[src/hw/rtl/upd_pkg.sv]
`default_nettype none
// ----------------------------------------------------------------------------
// upd_pkg
// Shared types, character codes and hex helpers for the percent decoder.
// ----------------------------------------------------------------------------
package upd_pkg;

  localparam logic [7:0] ChPercent = 8'h25;
  localparam logic [7:0] ChPlus    = 8'h2B;
  localparam logic [7:0] ChSpace   = 8'h20;

  localparam int unsigned DefQueueDepth = 4;

  // one decoded step: up to three output words sharing one malformed flag
  typedef struct packed {
    logic [1:0]      cnt;
    logic            mal;
    logic [2:0][7:0] bytes;
  } upd_cmd_t;

  function automatic logic hex_valid(input logic [7:0] c);
    hex_valid = ((c >= 8'h30) && (c <= 8'h39)) ||
                ((c >= 8'h41) && (c <= 8'h46)) ||
                ((c >= 8'h61) && (c <= 8'h66));
  endfunction

  function automatic logic [3:0] hex_nibble(input logic [7:0] c);
    logic [7:0] v;
    v = 8'h00;
    if ((c >= 8'h30) && (c <= 8'h39)) begin
      v = c - 8'h30;
    end else if ((c >= 8'h41) && (c <= 8'h46)) begin
      v = c - 8'h37;
    end else if ((c >= 8'h61) && (c <= 8'h66)) begin
      v = c - 8'h57;
    end
    hex_nibble = v[3:0];
  endfunction

endpackage

`default_nettype wire

[src/hw/rtl/upd_front.sv]
`default_nettype none
// ----------------------------------------------------------------------------
// upd_front
// Accepts input words, tracks the escape phase and emits decode commands.
// ----------------------------------------------------------------------------
module upd_front (
  input  wire logic             clk_i,
  input  wire logic             rst_ni,
  input  wire logic             in_valid_i,
  output logic                  in_ready_o,
  input  wire logic             op_i,
  input  wire logic [7:0]       in_byte_i,
  input  wire logic             full_i,
  output logic                  push_o,
  output upd_pkg::upd_cmd_t     cmd_o
);
  import upd_pkg::*;

  localparam logic [1:0] PhNormal = 2'd0;
  localparam logic [1:0] PhPct    = 2'd1;
  localparam logic [1:0] PhDigit  = 2'd2;

  logic [1:0] phase_q, phase_d;
  logic [7:0] held_q, held_d;
  logic       has_cmd;
  logic       accept;
  upd_cmd_t   cmd;

  assign in_ready_o = !full_i;
  assign accept     = in_valid_i && in_ready_o;
  assign push_o     = accept && has_cmd;
  assign cmd_o      = cmd;

  always_comb begin
    cmd     = '0;
    has_cmd = 1'b0;
    phase_d = phase_q;
    held_d  = held_q;
    if (op_i) begin
      phase_d = PhNormal;
      unique case (phase_q)
        PhPct: begin
          has_cmd      = 1'b1;
          cmd.cnt      = 2'd1;
          cmd.mal      = 1'b1;
          cmd.bytes[0] = ChPercent;
        end
        PhDigit: begin
          has_cmd      = 1'b1;
          cmd.cnt      = 2'd2;
          cmd.mal      = 1'b1;
          cmd.bytes[0] = ChPercent;
          cmd.bytes[1] = held_q;
        end
        default: begin
          has_cmd = 1'b0;
        end
      endcase
    end else begin
      unique case (phase_q)
        PhPct: begin
          if (hex_valid(in_byte_i)) begin
            held_d  = in_byte_i;
            phase_d = PhDigit;
          end else begin
            has_cmd      = 1'b1;
            cmd.cnt      = 2'd2;
            cmd.mal      = 1'b1;
            cmd.bytes[0] = ChPercent;
            cmd.bytes[1] = in_byte_i;
            phase_d      = PhNormal;
          end
        end
        PhDigit: begin
          has_cmd = 1'b1;
          phase_d = PhNormal;
          if (hex_valid(in_byte_i)) begin
            cmd.cnt      = 2'd1;
            cmd.mal      = 1'b0;
            cmd.bytes[0] = {hex_nibble(held_q), hex_nibble(in_byte_i)};
          end else begin
            cmd.cnt      = 2'd3;
            cmd.mal      = 1'b1;
            cmd.bytes[0] = ChPercent;
            cmd.bytes[1] = held_q;
            cmd.bytes[2] = in_byte_i;
          end
        end
        default: begin
          phase_d = PhNormal;
          if (in_byte_i == ChPercent) begin
            phase_d = PhPct;
          end else begin
            has_cmd      = 1'b1;
            cmd.cnt      = 2'd1;
            cmd.mal      = 1'b0;
            cmd.bytes[0] = (in_byte_i == ChPlus) ? ChSpace : in_byte_i;
          end
        end
      endcase
    end
  end

  always_ff @(posedge clk_i or negedge rst_ni) begin
    if (!rst_ni) begin
      phase_q <= PhNormal;
    end else if (accept) begin
      phase_q <= phase_d;
    end
  end

  always_ff @(posedge clk_i) begin
    if (accept) begin
      held_q <= held_d;
    end
  end

endmodule

`default_nettype wire

[src/hw/rtl/upd_queue.sv]
`default_nettype none
// ----------------------------------------------------------------------------
// upd_queue
// Small command queue between the front and back parts of the decoder.
// ----------------------------------------------------------------------------
module upd_queue #(
  parameter int unsigned Depth = upd_pkg::DefQueueDepth
) (
  input  wire logic              clk_i,
  input  wire logic              rst_ni,
  input  wire logic              push_i,
  input  wire upd_pkg::upd_cmd_t wdata_i,
  output logic                   full_o,
  input  wire logic              pop_i,
  output logic                   valid_o,
  output upd_pkg::upd_cmd_t      rdata_o
);
  import upd_pkg::*;

  localparam int unsigned PtrW = (Depth > 1) ? $clog2(Depth) : 1;
  localparam int unsigned CntW = $clog2(Depth + 1);

  upd_cmd_t        mem_q [Depth];
  logic [PtrW-1:0] wr_ptr_q, rd_ptr_q;
  logic [CntW-1:0] count_q;
  logic            do_push, do_pop;

  assign full_o  = (count_q == CntW'(Depth));
  assign valid_o = (count_q != '0);
  assign rdata_o = mem_q[rd_ptr_q];
  assign do_push = push_i && !full_o;
  assign do_pop  = pop_i && valid_o;

  function automatic logic [PtrW-1:0] next_ptr(input logic [PtrW-1:0] p);
    next_ptr = (p == PtrW'(Depth - 1)) ? '0 : p + 1'b1;
  endfunction

  always_ff @(posedge clk_i) begin
    if (do_push) begin
      mem_q[wr_ptr_q] <= wdata_i;
    end
  end

  always_ff @(posedge clk_i or negedge rst_ni) begin
    if (!rst_ni) begin
      wr_ptr_q <= '0;
      rd_ptr_q <= '0;
      count_q  <= '0;
    end else begin
      if (do_push) begin
        wr_ptr_q <= next_ptr(wr_ptr_q);
      end
      if (do_pop) begin
        rd_ptr_q <= next_ptr(rd_ptr_q);
      end
      if (do_push && !do_pop) begin
        count_q <= count_q + 1'b1;
      end else if (do_pop && !do_push) begin
        count_q <= count_q - 1'b1;
      end
    end
  end

endmodule

`default_nettype wire

[src/hw/rtl/upd_back.sv]
`default_nettype none
// ----------------------------------------------------------------------------
// upd_back
// Expands queued commands into output words through an output register.
// ----------------------------------------------------------------------------
module upd_back (
  input  wire logic              clk_i,
  input  wire logic              rst_ni,
  input  wire logic              cmd_valid_i,
  input  wire upd_pkg::upd_cmd_t cmd_i,
  output logic                   pop_o,
  output logic                   out_valid_o,
  input  wire logic              out_ready_i,
  output logic [7:0]             out_byte_o,
  output logic                   malformed_o,
  output logic                   last_o
);
  import upd_pkg::*;

  logic [1:0] idx_q, idx_d;
  logic       valid_q;
  logic [7:0] byte_q;
  logic       mal_q, last_q;
  logic       load;
  logic       is_last;

  assign load    = cmd_valid_i && (!valid_q || out_ready_i);
  assign is_last = (idx_q == (cmd_i.cnt - 2'd1));
  assign pop_o   = load && is_last;
  assign idx_d   = is_last ? 2'd0 : idx_q + 2'd1;

  assign out_valid_o = valid_q;
  assign out_byte_o  = byte_q;
  assign malformed_o = mal_q;
  assign last_o      = last_q;

  always_ff @(posedge clk_i or negedge rst_ni) begin
    if (!rst_ni) begin
      valid_q <= 1'b0;
      idx_q   <= 2'd0;
    end else begin
      if (load) begin
        valid_q <= 1'b1;
        idx_q   <= idx_d;
      end else if (out_ready_i) begin
        valid_q <= 1'b0;
      end
    end
  end

  always_ff @(posedge clk_i) begin
    if (load) begin
      byte_q <= cmd_i.bytes[idx_q];
      mal_q  <= cmd_i.mal;
      last_q <= is_last;
    end
  end

  // word index stays inside the head command
  assert property (@(posedge clk_i) disable iff (!rst_ni)
    cmd_valid_i |-> (idx_q < cmd_i.cnt))
    else $error("word index beyond command length");

  // index rests at zero between commands
  assert property (@(posedge clk_i) disable iff (!rst_ni)
    !cmd_valid_i |-> (idx_q == 2'd0))
    else $error("word index not cleared while queue empty");

  // a popped command always leaves a last word behind
  assert property (@(posedge clk_i) disable iff (!rst_ni)
    pop_o |=> (valid_q && last_q))
    else $error("command popped without last word");

  // a held word is not overwritten while stalled
  assert property (@(posedge clk_i) disable iff (!rst_ni)
    (valid_q && !out_ready_i) |=> ($stable(byte_q) && $stable(last_q) && valid_q))
    else $error("stalled output word changed");

endmodule

`default_nettype wire

[src/hw/rtl/url_percent_decoder_stream_core.sv]
`default_nettype none
// ----------------------------------------------------------------------------
// url_percent_decoder_stream_core
// Streaming URL percent decoder, one byte word in, zero to three words out.
//
// Input stream: s_axis_tdata carries the raw byte, s_axis_tuser marks end of
// stream (flush of a pending escape). Output stream: m_axis_tdata is the
// decoded byte, m_axis_tuser flags bytes from a broken or unfinished escape,
// m_axis_tlast marks the final word produced by one input word.
// A front stage classifies each input word and tracks the escape phase; it
// pushes one command per productive word into a queue of QueueDepth entries.
// A back stage expands each command into its words through an output
// register, fed from the queue head. Throughput is one input word per cycle
// while the queue has room; the output moves one word per cycle while the
// receiver accepts, so a command with k words holds the back stage for k
// words. When the receiver stalls, the output word holds and the
// queue absorbs up to QueueDepth commands before s_axis_tready drops.
// Reset clears the escape phase, the queue and the output valid.
// ----------------------------------------------------------------------------
module url_percent_decoder_stream_core #(
  parameter int unsigned QueueDepth = upd_pkg::DefQueueDepth
) (
  input  wire logic       clk_i,
  input  wire logic       rst_ni,
  input  wire logic       s_axis_tvalid,
  output logic            s_axis_tready,
  input  wire logic [7:0] s_axis_tdata,   // in_byte
  input  wire logic       s_axis_tuser,   // op
  output logic            m_axis_tvalid,
  input  wire logic       m_axis_tready,
  output logic [7:0]      m_axis_tdata,   // out_byte
  output logic            m_axis_tuser,   // malformed
  output logic            m_axis_tlast
);
  import upd_pkg::*;

  logic     push, full, pop, cmd_valid;
  upd_cmd_t wcmd, rcmd;

  upd_front u_front (
    .clk_i      (clk_i),
    .rst_ni     (rst_ni),
    .in_valid_i (s_axis_tvalid),
    .in_ready_o (s_axis_tready),
    .op_i       (s_axis_tuser),
    .in_byte_i  (s_axis_tdata),
    .full_i     (full),
    .push_o     (push),
    .cmd_o      (wcmd)
  );

  upd_queue #(
    .Depth (QueueDepth)
  ) u_queue (
    .clk_i   (clk_i),
    .rst_ni  (rst_ni),
    .push_i  (push),
    .wdata_i (wcmd),
    .full_o  (full),
    .pop_i   (pop),
    .valid_o (cmd_valid),
    .rdata_o (rcmd)
  );

  upd_back u_back (
    .clk_i       (clk_i),
    .rst_ni      (rst_ni),
    .cmd_valid_i (cmd_valid),
    .cmd_i       (rcmd),
    .pop_o       (pop),
    .out_valid_o (m_axis_tvalid),
    .out_ready_i (m_axis_tready),
    .out_byte_o  (m_axis_tdata),
    .malformed_o (m_axis_tuser),
    .last_o      (m_axis_tlast)
  );

endmodule

`default_nettype wire
[config.mk]
export PLATFORM = sky130hd
export DESIGN_NAME = url_percent_decoder_stream_core
export DESIGN_NICKNAME = d
export VERILOG_FILES = /design/src/hw/rtl/upd_pkg.sv /design/src/hw/rtl/upd_front.sv /design/src/hw/rtl/upd_queue.sv /design/src/hw/rtl/upd_back.sv /design/src/hw/rtl/url_percent_decoder_stream_core.sv
export SDC_FILE = /design/constraint.sdc
export NUM_CORES = 1
export LEC_CHECK = 0
export BUFFER_PORTS_ARGS = -buffer_cell sky130_fd_sc_hd__buf_4
export CAP_MARGIN = 20
export CELL_PAD_IN_SITES_DETAIL_PLACEMENT = 0
export CELL_PAD_IN_SITES_GLOBAL_PLACEMENT = 1
export CORE_MARGIN = 2
export CORE_UTILIZATION = 47
export DETAILED_ROUTE_END_ITERATION = 16
export GPL_TIMING_DRIVEN = 0
export MAX_ROUTING_LAYER = met4
export PLACE_DENSITY_LB_ADDON = 0.1
export SLEW_MARGIN = 20
export SYNTH_ARGS = -nofsm -noshare
export SYNTH_HDL_FRONTEND = slang
export SYNTH_SLANG_ARGS = --single-unit
export TNS_END_PERCENT = 20
[constraint.sdc]
create_clock -name clk_i -period 4.2 [get_ports clk_i]
set_input_delay 0.21 -clock clk_i [delete_from_list [all_inputs] [get_ports clk_i]]
set_output_delay 0.21 -clock clk_i [all_outputs]
set_load 0.03 [all_outputs]
==> flow_summary.ini <==
[floorplan]
rows = 42
core_area_sq_um = 13090
dieArea_sq_um = 14230
die_h_microns = 119.3
die-width_microns = 119.3
initial_core_util_pct = 47.73
pin_count = 25

[finish]
syn_to_final_growth_pct = 17.19
stdcell_area_sq_um = 7320
layout-drive-gt1-share_pct = 23.66
n_antenna_cell = 0
instances_no_fill = 641
layout_common_cells = edfxtp_1 (126), buf_4 (32), inv_1 (24)
nFillCells = 1056
finalNetCount = 483
layout_commonest_cell = edfxtp_1

[power_and_ir_drop]
seqPwrFrac_pct = 41.6
irDropWorstVdd_uv = 341.8
clkPwrFrac_pct = 29.2
p_leak_nw = 2.684
total_power_mw = 4.320
switching_share_pct = 29.79
power_density_nw_per_um2 = 590.2
p_comb_share_pct = 29.3
power.internal_mw = 3.033
switchingPower_mw = 1.287

[yosys]
ys_warn_count = 0
synthDistinctLibCells = 59
synthArstFlopShare_pct = 8.696
ys_ff_latch = 138
avgSynthCellArea_sq_um = 15.85
synth_edf_count = 126
syn_area_sq_um = 6246
synth-seq-area-share_pct = 65.38
syn_nets = 424
syn_inst = 394
synth_ff_type = edfxtp_1

[critical_path]
worst_setup_path_end_kind = register
worst-r2r-cell-count = 8
start_kind = input pin
worstSetupPathType = input pin to register
crit_fanout = 10
r2r-end = u_queue.mem_q[3][3]
arrival_ns = 3.29
r2r_start = u_front.phase_q[1]
r2r_slack_ns = 1.02
worstPathRequired_ns = 4.31

[global_routing]
grt_pass1_vias = 3669
grt-ovfl-total = 0
grt.total_usage_pct = 20.59
grt_pass1_wl_mm = 20.80
antenna_found_initial = 0
grt_max_degree = 17

[clock_tree]
path_clk_slew_ns = 0.05
cts_buffer_depth = 2
htree_levels = 4
cts_tree = yes
cts_made_buffers = 17
clk_latency_ns = 0.42
clock_sinks = 138
cts_root_buffer = clkbuf_16
cts_setup_buffers = 0

[timing]
finalCriticalPeriod_ns = 3.178
fmax_mhz = 314.7
layout_worst_path_cycle_share_pct = 75.67
setup_viol = 0
worst_slew_pin_slew_ns = 0.9049
hold_viol = 0
relSlewSlack_pct = 39.12
drv_slew = 0
grt_setup_unrepaired = no
hold_ws_ns = 0.03586
fin_skew_ns = 0.01289
setup_ws_ns = 1.022

[worst_hold_path]
hold-path-endpoint = u_front.held_q[7]
hp-class = input pin to register
hold_path_depth = 1
min_from = s_axis_tdata[7]

[status]
status = finished clean

[placed_design]
dp_cells = 607
hpwl_mm = 9.531
port_buffers = 24
pre_cts_ws_ns = 0.7979
placed_area_sq_um = 6783
routabilityCongestion = 0.8688

[drt]
postRouteAntennaNets = 0
drtIter0Drc = 240
wl_per_cell_microns = 20.35
vias = 3618
drc = 0
first_pass_iters = 4
finalWirelength_mm = 13.04
viasPerCell = 5.644

[job]
max_cap_viol_count = 0
## state kept, by name (all words and copies together) (netlist names), 2 cells and up
register           count
u_queue.rd_ptr_q       2
u_queue.mem_q        108
u_queue.count_q        3
u_back.out_byte_o      8
u_back.idx_q           2
u_front.phase_q        2
u_queue.wr_ptr_q       2
u_front.held_q         8
## final cells by class
| type | instances | area, sq um | area share [%] |
|---|---|---|---|
| plain buffers | 17 | 77.57 | 1.060 |
| well taps | 176 | 220.2 | 3.009 |
| clock buffers | 21 | 440.4 | 6.017 |
| clock inverters | 10 | 55.05 | 0.7521 |
| flip-flops and latches | 138 | 4084 | 55.79 |
| repair buffers | 40 | 326.6 | 4.462 |
| multi-input cells | 215 | 2026 | 27.68 |
| inverters | 24 | 90.09 | 1.231 |
## per-layer routing
layer	GRT usage [%]	up-vias	wire length, microns
met2	32.22	74	6452
met3	3.784	11	336
met4	7.664	0	174
li1	-	1677	-
met1	27.14	1856	6080
met5	-	-	0
## worst max path at each step
stage	cells past startpoint	to	start	slack, ns
after floorplan	7	u_queue.mem_q[0][0]	s_axis_tdata[1]	0.27
after global placement	8	u_queue.mem_q[1][17]	s_axis_tdata[1]	-2.03
after detailed placement	10	u_queue.mem_q[3][17]	s_axis_tdata[0]	0.80
after CTS	10	u_queue.mem_q[3][3]	s_axis_tdata[2]	0.95
after global routing	8	u_queue.mem_q[2][4]	u_front.phase_q[1]	0.72
final	10	u_queue.mem_q[3][3]	s_axis_tdata[3]	1.02
## Yosys cell counts (6+ instances only)
master	number	area, sq um
mux4_2	22	495.5
nand3_1	8	40.04
clkbuf_1	9	33.78
a21oi_1	15	75.07
o22ai_1	10	62.56
dfrtp_1	12	300.3
edfxtp_1	126	3784
mux2i_1	9	90.09
a22o_1	6	52.55
nor2_1	11	41.29
and2_1	8	50.05
ha_1	16	200.2
inv_1	24	90.09
nand2_1	17	63.81
o21ai_0	13	65.06
## power by group through the flow
stage | Sequential (mW) | Clock (mW) | Combinational (mW)
2_1_floorplan | 1.92 | 0 | 0.801
3_3_place_gp | 1.83 | 0 | 1.23
3_5_place_dp | 1.82 | 0 | 1.29
4_1_cts | 1.80 | 1.28 | 1.29
5_1_grt | 1.82 | 1.34 | 1.38
6_report | 1.80 | 1.26 | 1.26
## worst max-delay path, cell delays in order
cell,delay (ns)
dlygate4sd3_1,0.52
buf_4,0.10
buf_2,0.20
nand3b_1,0.18
nor2_2,0.09
a211oi_1,0.56
a21oi_1,0.31
nor3b_2,0.59
buf_4,0.30
buf_4,0.21
## kinds of logic (layout without fill, tap and decap cells)
family	count (synthesis)	after routing	synth area share, %
multiplexers	40	40	12.32
flip-flops	138	138	65.38
XOR/XNOR	5	5	0.8215
adder cells (fa/ha/maj)	17	17	3.526
AO/OA/AOI/OAI	77	77	8.374
AND/OR/NAND/NOR	76	76	6.891
buffers and inverters	41	112	2.684
## stage by stage
| stage | setup TNS [ns] | utilization (%) |
|---|---|---|
| after floorplan | 0 | - |
| final | 0 | 55.94 |
| after global placement | -213.06 | 50.79 |
| after detailed placement | 0 | 51.84 |
| after global routing | 0 | 55.94 |
| after CTS | 0 | 55.85 |
## what timing repair did
action,CTS,global route
hold buffers,3,0
hold endpoints to repair,14,0
resized for setup,0,0
setup endpoints to repair,0,0
No activity file was read; power rests on OpenSTA's default activity.
